===== src/rtl/dess_pkg.sv =====
// ----------------------------------------------------------------------------
// dess_pkg
// Types, constants and helpers for the DAC EEPROM store sequencer.
// ----------------------------------------------------------------------------
package dess_pkg;

  // Configuration register indexes
  typedef enum logic [1:0] {
    CFG_BEFORE_TICKS     = 2'd0,
    CFG_AFTER_TICKS      = 2'd1,
    CFG_CYCLE_TICKS      = 2'd2,
    CFG_STORE_WAIT_TICKS = 2'd3
  } cfg_reg_t;

  localparam int HOLD_W = 8;
  localparam int WAIT_W = 20;
  localparam int COUNT_W = 16;
  localparam int ADDR_W = 7;

  localparam logic [HOLD_W-1:0] BEFORE_RESET = 8'd1;
  localparam logic [HOLD_W-1:0] AFTER_RESET  = 8'd2;
  localparam logic [HOLD_W-1:0] CYCLE_RESET  = 8'd5;
  localparam logic [WAIT_W-1:0] STORE_WAIT_RESET = 20'd10000;

  // Zero bytes sent after the address byte in the address frame
  localparam int ZERO_BYTES_DEF = 8;

  // Frames of the sequence
  localparam logic [2:0] FRAME_FIRST = 3'd0;
  localparam logic [2:0] FRAME_CMD   = 3'd1;
  localparam logic [2:0] FRAME_ADDR  = 3'd2;
  localparam logic [2:0] FRAME_WAKE  = 3'd3;
  localparam logic [2:0] FRAME_LAST  = 3'd4;

  // Payload bytes
  localparam logic [7:0] SHORT_CODE = 8'h02;  // three-bit 010 pattern
  localparam logic [7:0] CMD_BYTE   = 8'h10;
  localparam logic [7:0] STORE_BYTE = 8'h03;
  localparam logic [7:0] ZERO_BYTE  = 8'h00;

  // Last bit index of a three-bit frame and of a byte with its ACK clock
  localparam logic [3:0] SHORT_LAST_BIT = 4'd2;
  localparam logic [3:0] BYTE_LAST_BIT  = 4'd8;

  typedef enum logic [3:0] {
    PH_IDLE    = 4'd0,
    PH_PREP_A  = 4'd1,
    PH_PREP_B  = 4'd2,
    PH_START_A = 4'd3,
    PH_START_B = 4'd4,
    PH_START_C = 4'd5,
    PH_START_D = 4'd6,
    PH_BIT_A   = 4'd7,
    PH_BIT_B   = 4'd8,
    PH_BIT_C   = 4'd9,
    PH_STOP_A  = 4'd10,
    PH_STOP_B  = 4'd11,
    PH_STOP_C  = 4'd12,
    PH_DELAY   = 4'd13,
    PH_FINISH  = 4'd14
  } phase_t;

  // Which hold register follows an action
  typedef enum logic [2:0] {
    HOLD_NONE,
    HOLD_BEFORE,
    HOLD_AFTER,
    HOLD_CYCLE,
    HOLD_STORE
  } hold_sel_t;

  // Frames made of the three-bit pattern rather than whole bytes
  function automatic logic is_short_frame(input logic [2:0] frame);
    return (frame == FRAME_FIRST) || (frame == FRAME_WAKE);
  endfunction

  // Byte sent at the current position of a frame
  function automatic logic [7:0] item_value(input logic [2:0] frame,
                                            input logic first_byte,
                                            input logic [ADDR_W-1:0] addr);
    logic [7:0] val;
    if (is_short_frame(frame)) begin
      val = SHORT_CODE;
    end else if (frame == FRAME_ADDR) begin
      val = first_byte ? {addr, 1'b0} : ZERO_BYTE;
    end else if (first_byte) begin
      val = CMD_BYTE;
    end else begin
      val = (frame == FRAME_CMD) ? STORE_BYTE : ZERO_BYTE;
    end
    return val;
  endfunction

  // Data line level for a bit, MSB first; the ACK clock releases the line
  function automatic logic current_bit(input logic short_frame,
                                       input logic [3:0] bit_idx,
                                       input logic [7:0] val);
    logic b;
    if (short_frame) begin
      if (bit_idx > SHORT_LAST_BIT) b = 1'b1;
      else b = val[2'(SHORT_LAST_BIT - bit_idx)];
    end else begin
      if (bit_idx >= BYTE_LAST_BIT) b = 1'b1;
      else b = val[3'(4'd7 - bit_idx)];
    end
    return b;
  endfunction

endpackage


===== src/rtl/dac_eeprom_store_sequencer.sv =====
// ----------------------------------------------------------------------------
// dac_eeprom_store_sequencer
// Bit-banged open-drain bus master that plays the DAC EEPROM store sequence,
// one waveform step per tick beat once the previous step's hold has run out.
// ----------------------------------------------------------------------------
//  channel   | dir | handshake          | payload
//  ----------+-----+--------------------+-----------------------------------
//  s_        | in  | s_tvalid/s_tready  | s_tuser = kind, s_tdata = address
//  m_        | out | m_tvalid/m_tready  | m_tdata = lines, busy, done, count
//  cfg_      | in  | cfg_we             | cfg_index, cfg_data (20 bits)
//
//  One beat in per clock, one result beat out in the cycle after; the state
//  update and the result register load happen in the same cycle.
//  s_tready is low only while a result waits in the output register and
//  m_tready is low; throughput is one beat per cycle otherwise.
//  Synchronous reset restores idle state, released lines and reset hold
//  values; no clearing pass.
// ----------------------------------------------------------------------------
module dac_eeprom_store_sequencer
  import dess_pkg::*;
#(
  parameter int ZERO_BYTES = ZERO_BYTES_DEF
) (
  input  logic        clk,
  input  logic        rst,
  input  logic        s_tvalid,
  output logic        s_tready,
  input  logic [7:0]  s_tdata,   // [6:0] chip_address, [7] zero
  input  logic        s_tuser,   // [0] kind
  output logic        m_tvalid,
  input  logic        m_tready,
  // [0] sda_released, [1] scl_released, [2] busy_res, [3] sequence_done,
  // [19:4] stores_done, [23:20] zero
  output logic [23:0] m_tdata,
  input  logic        cfg_we,
  input  logic [1:0]  cfg_index,
  input  logic [19:0] cfg_data
);

  localparam int BYTE_W = (ZERO_BYTES + 1 > 1) ? $clog2(ZERO_BYTES + 1) : 1;

  // Configuration registers
  logic [HOLD_W-1:0] before_ticks, after_ticks, cycle_ticks;
  logic [WAIT_W-1:0] store_wait_ticks;

  // Sequencer state
  phase_t             phase, phase_next;
  logic [2:0]         frame_index, frame_index_next;
  logic [BYTE_W-1:0]  byte_index, byte_index_next;
  logic [3:0]         bit_index, bit_index_next;
  logic [WAIT_W-1:0]  wait_count, wait_count_next;
  logic [ADDR_W-1:0]  latched_address, latched_address_next;
  logic [COUNT_W-1:0] store_total, store_total_next;
  logic               sda_level, sda_level_next;
  logic               scl_level, scl_level_next;
  logic               done_next;

  // Action decode
  logic        step, tick_step, act;
  hold_sel_t   hold_sel;
  logic [WAIT_W-1:0] hold_val;
  logic        short_frame, last_bit, last_byte, bit_val;
  logic [7:0]  byte_val;

  // Output register
  logic [23:0] out_data;
  logic        out_valid;

  assign s_tready = !out_valid || m_tready;
  assign step     = s_tvalid && s_tready;
  assign tick_step = step && !s_tuser && (phase != PH_IDLE);
  // an action is performed once the hold of the previous one has run out
  assign act = tick_step && (wait_count == '0) && (phase != PH_FINISH);

  assign short_frame = is_short_frame(frame_index);
  assign byte_val    = item_value(frame_index, byte_index == '0, latched_address);
  assign bit_val     = current_bit(short_frame, bit_index, byte_val);
  assign last_bit    = short_frame ? (bit_index == SHORT_LAST_BIT)
                                   : (bit_index == BYTE_LAST_BIT);
  always_comb begin
    if (short_frame) last_byte = (byte_index == '0);
    else if (frame_index == FRAME_ADDR) last_byte = (byte_index == BYTE_W'(ZERO_BYTES));
    else last_byte = (byte_index == BYTE_W'(1));
  end

  // Configuration writes
  always_ff @(posedge clk) begin
    if (rst) begin
      before_ticks     <= BEFORE_RESET;
      after_ticks      <= AFTER_RESET;
      cycle_ticks      <= CYCLE_RESET;
      store_wait_ticks <= STORE_WAIT_RESET;
    end else if (cfg_we) begin
      unique case (cfg_reg_t'(cfg_index))
        CFG_BEFORE_TICKS:     before_ticks     <= cfg_data[HOLD_W-1:0];
        CFG_AFTER_TICKS:      after_ticks      <= cfg_data[HOLD_W-1:0];
        CFG_CYCLE_TICKS:      cycle_ticks      <= cfg_data[HOLD_W-1:0];
        CFG_STORE_WAIT_TICKS: store_wait_ticks <= cfg_data;
        default: ;
      endcase
    end
  end

  // Next phase, indexes and counters
  always_comb begin
    phase_next           = phase;
    frame_index_next     = frame_index;
    byte_index_next      = byte_index;
    bit_index_next       = bit_index;
    latched_address_next = latched_address;
    store_total_next     = store_total;
    done_next            = 1'b0;
    if (step && s_tuser && (phase == PH_IDLE)) begin
      latched_address_next = s_tdata[ADDR_W-1:0];
      frame_index_next     = FRAME_FIRST;
      byte_index_next      = '0;
      bit_index_next       = '0;
      phase_next           = PH_PREP_A;
    end else if (tick_step && (wait_count == '0) && (phase == PH_FINISH)) begin
      phase_next       = PH_IDLE;
      store_total_next = store_total + COUNT_W'(1);
      done_next        = 1'b1;
    end else if (act) begin
      unique case (phase)
        PH_PREP_A:  phase_next = PH_PREP_B;
        PH_PREP_B:  phase_next = PH_START_A;
        PH_START_A: phase_next = PH_START_B;
        PH_START_B: phase_next = PH_START_C;
        PH_START_C: phase_next = PH_START_D;
        PH_START_D: begin
          byte_index_next = '0;
          bit_index_next  = '0;
          phase_next      = PH_BIT_A;
        end
        PH_BIT_A:   phase_next = PH_BIT_B;
        PH_BIT_B:   phase_next = PH_BIT_C;
        PH_BIT_C: begin
          if (last_bit) begin
            bit_index_next = '0;
            if (last_byte) begin
              byte_index_next = '0;
              phase_next      = PH_STOP_A;
            end else begin
              byte_index_next = byte_index + BYTE_W'(1);
              phase_next      = PH_BIT_A;
            end
          end else begin
            bit_index_next = bit_index + 4'd1;
            phase_next     = PH_BIT_A;
          end
        end
        PH_STOP_A:  phase_next = PH_STOP_B;
        PH_STOP_B:  phase_next = PH_STOP_C;
        PH_STOP_C: begin
          if (frame_index == FRAME_ADDR) begin
            phase_next = PH_DELAY;
          end else if (frame_index >= FRAME_LAST) begin
            frame_index_next = FRAME_FIRST;
            phase_next       = PH_FINISH;
          end else begin
            frame_index_next = frame_index + 3'd1;
            phase_next       = PH_START_A;
          end
        end
        PH_DELAY: begin
          frame_index_next = FRAME_WAKE;
          phase_next       = PH_START_A;
        end
        default: phase_next = PH_IDLE;
      endcase
    end
  end

  // Line levels and hold selection for the action being performed
  always_comb begin
    sda_level_next = sda_level;
    scl_level_next = scl_level;
    hold_sel       = HOLD_NONE;
    if (act) begin
      unique case (phase)
        PH_PREP_A:  sda_level_next = 1'b1;
        PH_PREP_B:  begin scl_level_next = 1'b1; hold_sel = HOLD_CYCLE; end
        PH_START_A: sda_level_next = 1'b1;
        PH_START_B: begin scl_level_next = 1'b1; hold_sel = HOLD_CYCLE; end
        PH_START_C: begin sda_level_next = 1'b0; hold_sel = HOLD_CYCLE; end
        PH_START_D: begin scl_level_next = 1'b0; hold_sel = HOLD_CYCLE; end
        PH_BIT_A:   begin sda_level_next = bit_val; hold_sel = HOLD_BEFORE; end
        PH_BIT_B:   begin scl_level_next = 1'b1; hold_sel = HOLD_CYCLE; end
        PH_BIT_C:   begin scl_level_next = 1'b0; hold_sel = HOLD_AFTER; end
        PH_STOP_A:  begin sda_level_next = 1'b0; hold_sel = HOLD_BEFORE; end
        PH_STOP_B:  begin scl_level_next = 1'b1; hold_sel = HOLD_CYCLE; end
        PH_STOP_C:  begin sda_level_next = 1'b1; hold_sel = HOLD_CYCLE; end
        PH_DELAY:   hold_sel = HOLD_STORE;
        default: ;
      endcase
    end
  end

  // Hold length, then ticks left after the action's own tick
  always_comb begin
    unique case (hold_sel)
      HOLD_BEFORE: hold_val = WAIT_W'(before_ticks);
      HOLD_AFTER:  hold_val = WAIT_W'(after_ticks);
      HOLD_CYCLE:  hold_val = WAIT_W'(cycle_ticks);
      HOLD_STORE:  hold_val = store_wait_ticks;
      default:     hold_val = '0;
    endcase
    if (step && s_tuser && (phase == PH_IDLE)) wait_count_next = '0;
    else if (tick_step && (wait_count != '0)) wait_count_next = wait_count - WAIT_W'(1);
    else if (act) wait_count_next = (hold_val == '0) ? '0 : hold_val - WAIT_W'(1);
    else wait_count_next = wait_count;
  end

  // State registers
  always_ff @(posedge clk) begin
    if (rst) begin
      phase           <= PH_IDLE;
      frame_index     <= FRAME_FIRST;
      byte_index      <= '0;
      bit_index       <= '0;
      wait_count      <= '0;
      latched_address <= '0;
      store_total     <= '0;
      sda_level       <= 1'b1;
      scl_level       <= 1'b1;
    end else begin
      phase           <= phase_next;
      frame_index     <= frame_index_next;
      byte_index      <= byte_index_next;
      bit_index       <= bit_index_next;
      wait_count      <= wait_count_next;
      latched_address <= latched_address_next;
      store_total     <= store_total_next;
      sda_level       <= sda_level_next;
      scl_level       <= scl_level_next;
    end
  end

  // Result register: one beat out for every beat in
  always_ff @(posedge clk) begin
    if (rst) begin
      out_valid <= 1'b0;
    end else if (step) begin
      out_valid <= 1'b1;
    end else if (m_tready) begin
      out_valid <= 1'b0;
    end
  end

  always_ff @(posedge clk) begin
    if (step) begin
      out_data <= {4'd0, store_total_next, done_next, phase_next != PH_IDLE,
                   scl_level_next, sda_level_next};
    end
  end

  assign m_tvalid = out_valid;
  assign m_tdata  = out_data;

  // Checks
  a_idle_no_wait: assert property (@(posedge clk) disable iff (rst)
    (phase == PH_IDLE) |-> (wait_count == '0))
    else $error("wait count left over in idle");

  a_done_not_busy: assert property (@(posedge clk) disable iff (rst)
    (step && done_next) |=> (out_data[3] && !out_data[2]))
    else $error("sequence done reported while still busy");

  a_count_step: assert property (@(posedge clk) disable iff (rst)
    (store_total != $past(store_total)) |-> (phase == PH_IDLE && $past(phase) == PH_FINISH))
    else $error("store count moved outside sequence end");

  a_bit_range: assert property (@(posedge clk) disable iff (rst)
    (bit_index <= BYTE_LAST_BIT) && (frame_index <= FRAME_LAST))
    else $error("bit or frame index out of range");

  a_stall_no_take: assert property (@(posedge clk) disable iff (rst)
    (out_valid && !m_tready) |-> !s_tready)
    else $error("input taken while result stalled");

endmodule

===== config.mk =====
export PLATFORM = sky130hd
export DESIGN_NAME = dac_eeprom_store_sequencer
export DESIGN_NICKNAME = d
export VERILOG_FILES = /design/src/rtl/dess_pkg.sv /design/src/rtl/dac_eeprom_store_sequencer.sv
export SDC_FILE = /design/constraint.sdc
export NUM_CORES = 1
export LEC_CHECK = 0
export CORE_ASPECT_RATIO = 1.1
export CORE_MARGIN = 2
export CORE_UTILIZATION = 45
export CTS_CLUSTER_SIZE = 25
export DETAILED_ROUTE_END_ITERATION = 16
export DONT_BUFFER_PORTS = 1
export PLACE_DENSITY_LB_ADDON = 0.2
export SLEW_MARGIN = 20
export SYNTH_ARGS = -nofsm -noshare
export SYNTH_HDL_FRONTEND = slang
export SYNTH_SLANG_ARGS = --single-unit
export TNS_END_PERCENT = 20

===== constraint.sdc =====
create_clock -name clk -period 4.8 [get_ports clk]
set_clock_uncertainty 0.2 [all_clocks]
set_input_delay 1.2 -clock clk [delete_from_list [all_inputs] [get_ports clk]]
set_output_delay 1.2 -clock clk [all_outputs]
set_load 0.01 [all_outputs]

==> flow_metrics.tcl <==
set metrics [dict create \
    postSynth.asyncResetShare 0 \
    drt-initial-drc-count 350 \
    yosys_warnings 0 \
    max_slew_margin 0.417 \
    power.ir.vdd_worst_mv 0.246 \
    detailroute.wirelength.met2_mm 8.04 \
    share_of_post_route_cells_with_drive_strength_above_1 0.0856 \
    period_needed_ns 4.16 \
    cts.hold.buffers_added 0 \
    setup_fix_bufs_post_cts 0 \
    ys_top_cells_by_area "sky130_fd_sc_hd__dfxtp_1 31%, sky130_fd_sc_hd__edfxtp_1 8.9%, sky130_fd_sc_hd__nand2_1 6.5%" \
    rsz0062_at_grt "no" \
    drt_wl_total_mm 16.7 \
    grt_use_total 0.213 \
    required_ns 4.96 \
    y_dimension_of_the_die_um 133 \
    unique_masters_post_synth 76 \
    antenna-diode-count 0 \
    leakage_nw 2.83 \
    cts_made_buffers 17 \
    detailroute.wirelength.met3_um 838 \
    grt_max_degree 74 \
    worst-r2r-setup-slack_ns 0.64 \
    routabilityCongestion 0.848 \
    worstSetupEndpointType "flip-flop" \
    clk_root_buffer_cell "sky130_fd_sc_hd__clkbuf_16" \
    core_region_area_um2 14900 \
    worst_setup_path_endpoint "wait_count[14]$_SDFFE_PP0P_" \
    worst_setup_hold_path_clk_slew_ns 0.06 \
    setup.worst_path.class "reg2reg" \
    timing.setup.tns_ns 0 \
    layout_common_cells "117 x sky130_fd_sc_hd__nand2_1, 105 x sky130_fd_sc_hd__dfxtp_1, 76 x sky130_fd_sc_hd__nor2_1" \
    clk_path_buf_depth 2 \
    max-cap-violations 0 \
    syn_avg_cell_area_um2 8.27 \
    run_status "completed" \
    io_buffer_count 0 \
    fmax_mhz 240 \
    std_cell_rows 47 \
    post_cts_resize_count 0 \
    finalSetupViolations 0 \
    reg2reg_from "phase[2]$_SDFF_PP0_" \
    cts-htree-levels 4 \
    r2r.worst_path.cells 10 \
    finalHoldViolCount 0 \
    clock_tree_from_tritoncts "yes" \
    route.vias.total 5883 \
    final_common_cell "sky130_fd_sc_hd__nand2_1" \
    synth_seq_area_share 0.399 \
    dr.max_layer_used "met4" \
    final-max-slew-violation-count 0 \
    clock_sink_count 125 \
    initial_core_util 0.455 \
    routed_wl_per_cell_um 16.3 \
    globalRoute.totalOverflow 0 \
    worst_setup_path_start_kind "flip-flop" \
    vias_in_the_first_global_route 5535 \
    detail-route-antenna-nets 0 \
    power_per_cell_area_nw_per_um2 325 \
    first_pass_grt_wire_length_mm 27.4 \
    floorplan.io_pins 62 \
    power.total_mw 2.45 \
    synth_top_flop_cell "sky130_fd_sc_hd__dfxtp_1" \
    worstSetupStartpoint "phase[2]$_SDFF_PP0_" \
    dpl.hpwl_mm 12.0 \
    yosys_reg_bits 125 \
    avgViaCountPerCell 5.74 \
    area_growth_syn_to_layout_pct 11.4 \
    nets_final 865 \
    cp_max_fo 16 \
    post-synth-top-area-cell "sky130_fd_sc_hd__dfxtp_1" \
    tightestPinTransition_ns 0.871 \
    syn-cell-area_um2 6770 \
    worstHoldPathType "reg2reg" \
    route.layer.met1.wl_mm 7.48 \
    critPathArrivalTime_ns 4.32 \
    r2r_end "wait_count[14]$_SDFFE_PP0P_" \
    number_of_enable_type_register_cells_in_the_synthesized_netlist 20 \
    syn_inst 819 \
    timing.final.crit_share 0.867 \
    yosysTopAreaCellShare 0.310 \
    dieArea_um2 16100 \
    die_x_extent_um 121 \
    drc 0 \
    antenna_violations_before_repair 0 \
    clk_latency_ns 0.42 \
    drtPass1Iterations 5 \
]
## per-layer routing
layer  vias to the layer above  global-route usage
met5                         -                   0
met4                         0              0.0917
met3                        29              0.0478
met2                       175               0.349
met1                      2758               0.268
li1                       2921                   -
## power breakdown
part	leakage (nW)	switching, mW	internal [mW]	total (mW)
logic	1.51	0.0801	0.0477	0.128
clock network	0.266	0.479	0.717	1.20
registers	1.05	0.0282	1.10	1.13
## cell type report
| class | count | area [um^2] |
|---|---|---|
| fillers | 1424 | 7330 |
| multi-input cells | 633 | 3810 |
| flip-flops and latches | 125 | 2700 |
| clock buffers | 20 | 478 |
| well taps | 196 | 245 |
| repair buffers | 20 | 150 |
| clock inverters | 12 | 87.6 |
| inverters | 19 | 71.3 |
## cell families (layout without fill, tap and decap cells)
group / count (synthesis) / after routing / share of synthesized area
and+or+nand+nor: 361 / 361 / 0.270
other: 1 / 4 / 0.000554
AOI/OAI and AO/OA: 195 / 195 / 0.182
muxes: 28 / 28 / 0.0421
adders and majority gates: 13 / 13 / 0.0240
xor gates and xnor gates: 32 / 32 / 0.0414
DFF: 125 / 125 / 0.399
buffers and inverters: 64 / 71 / 0.0403
## state kept, by name, summed over array words and instances (netlist names)
register	count
m_tvalid	1
byte_index	4
after_ticks	8
latched_address	7
store_wait_ticks	20
cycle_ticks	8
store_total	16
bit_index	4
m_tdata	20
frame_index	3
before_ticks	8
phase	4
scl_level	1
sda_level	1
wait_count	20
## worst max-delay path, stage by stage, from the launching register on
cell	delay, ns
sky130_fd_sc_hd__dfxtp_1	0.78
sky130_fd_sc_hd__nor4_1	0.20
sky130_fd_sc_hd__or4b_1	0.75
sky130_fd_sc_hd__nor4_2	0.50
sky130_fd_sc_hd__nand2_1	0.18
sky130_fd_sc_hd__ha_1	0.22
sky130_fd_sc_hd__o21a_1	0.15
sky130_fd_sc_hd__a21oi_1	0.47
sky130_fd_sc_hd__buf_4	0.25
sky130_fd_sc_hd__a21boi_0	0.27
sky130_fd_sc_hd__o21a_1	0.14
## through the flow
stage               std cells  utilization  cell area, um^2  setup slack [ns]  hold slack [ns]
floorplan                 822            -             6790             0.763            0.235
global placement          993        0.469             6980             0.595            0.237
detailed placement        993        0.469             6980             0.466            0.244
CTS                      1025        0.507             7550             0.671            0.252
global route             1025        0.507             7550             0.519            0.271
finish                   1025        0.507             7550             0.639            0.252
## worst min path at each step
stage / depth (start not counted) / slack, ns / end / startpoint
2_1_floorplan: 1 / 0.23 / after_ticks[1]$_SDFFE_PP1P_ / after_ticks[1]$_SDFFE_PP1P_
3_3_place_gp: 2 / 0.24 / store_wait_ticks[1]$_SDFFE_PP0P_ / store_wait_ticks[1]$_SDFFE_PP0P_
3_5_place_dp: 2 / 0.24 / latched_address[4]$_SDFFE_PP0P_ / latched_address[4]$_SDFFE_PP0P_
4_1_cts: 2 / 0.25 / latched_address[4]$_SDFFE_PP0P_ / latched_address[4]$_SDFFE_PP0P_
5_1_grt: 2 / 0.27 / store_wait_ticks[3]$_SDFFE_PP0P_ / store_wait_ticks[3]$_SDFFE_PP0P_
6_report: 2 / 0.25 / latched_address[4]$_SDFFE_PP0P_ / latched_address[4]$_SDFFE_PP0P_
## cell usage after synthesis, drive strengths merged (14+ instances only)
cell / number
mux2i: 24
inv: 18
edfxtp: 20
nand2: 117
dfxtp: 105
nor2: 76
nand3: 22
buf: 14
xor2: 16
clkbuf: 31
xnor2: 16
o21ai: 49
nor3: 23
nor2b: 27
a21oi: 71
Note: power is estimated with default switching activity, not from simulation.
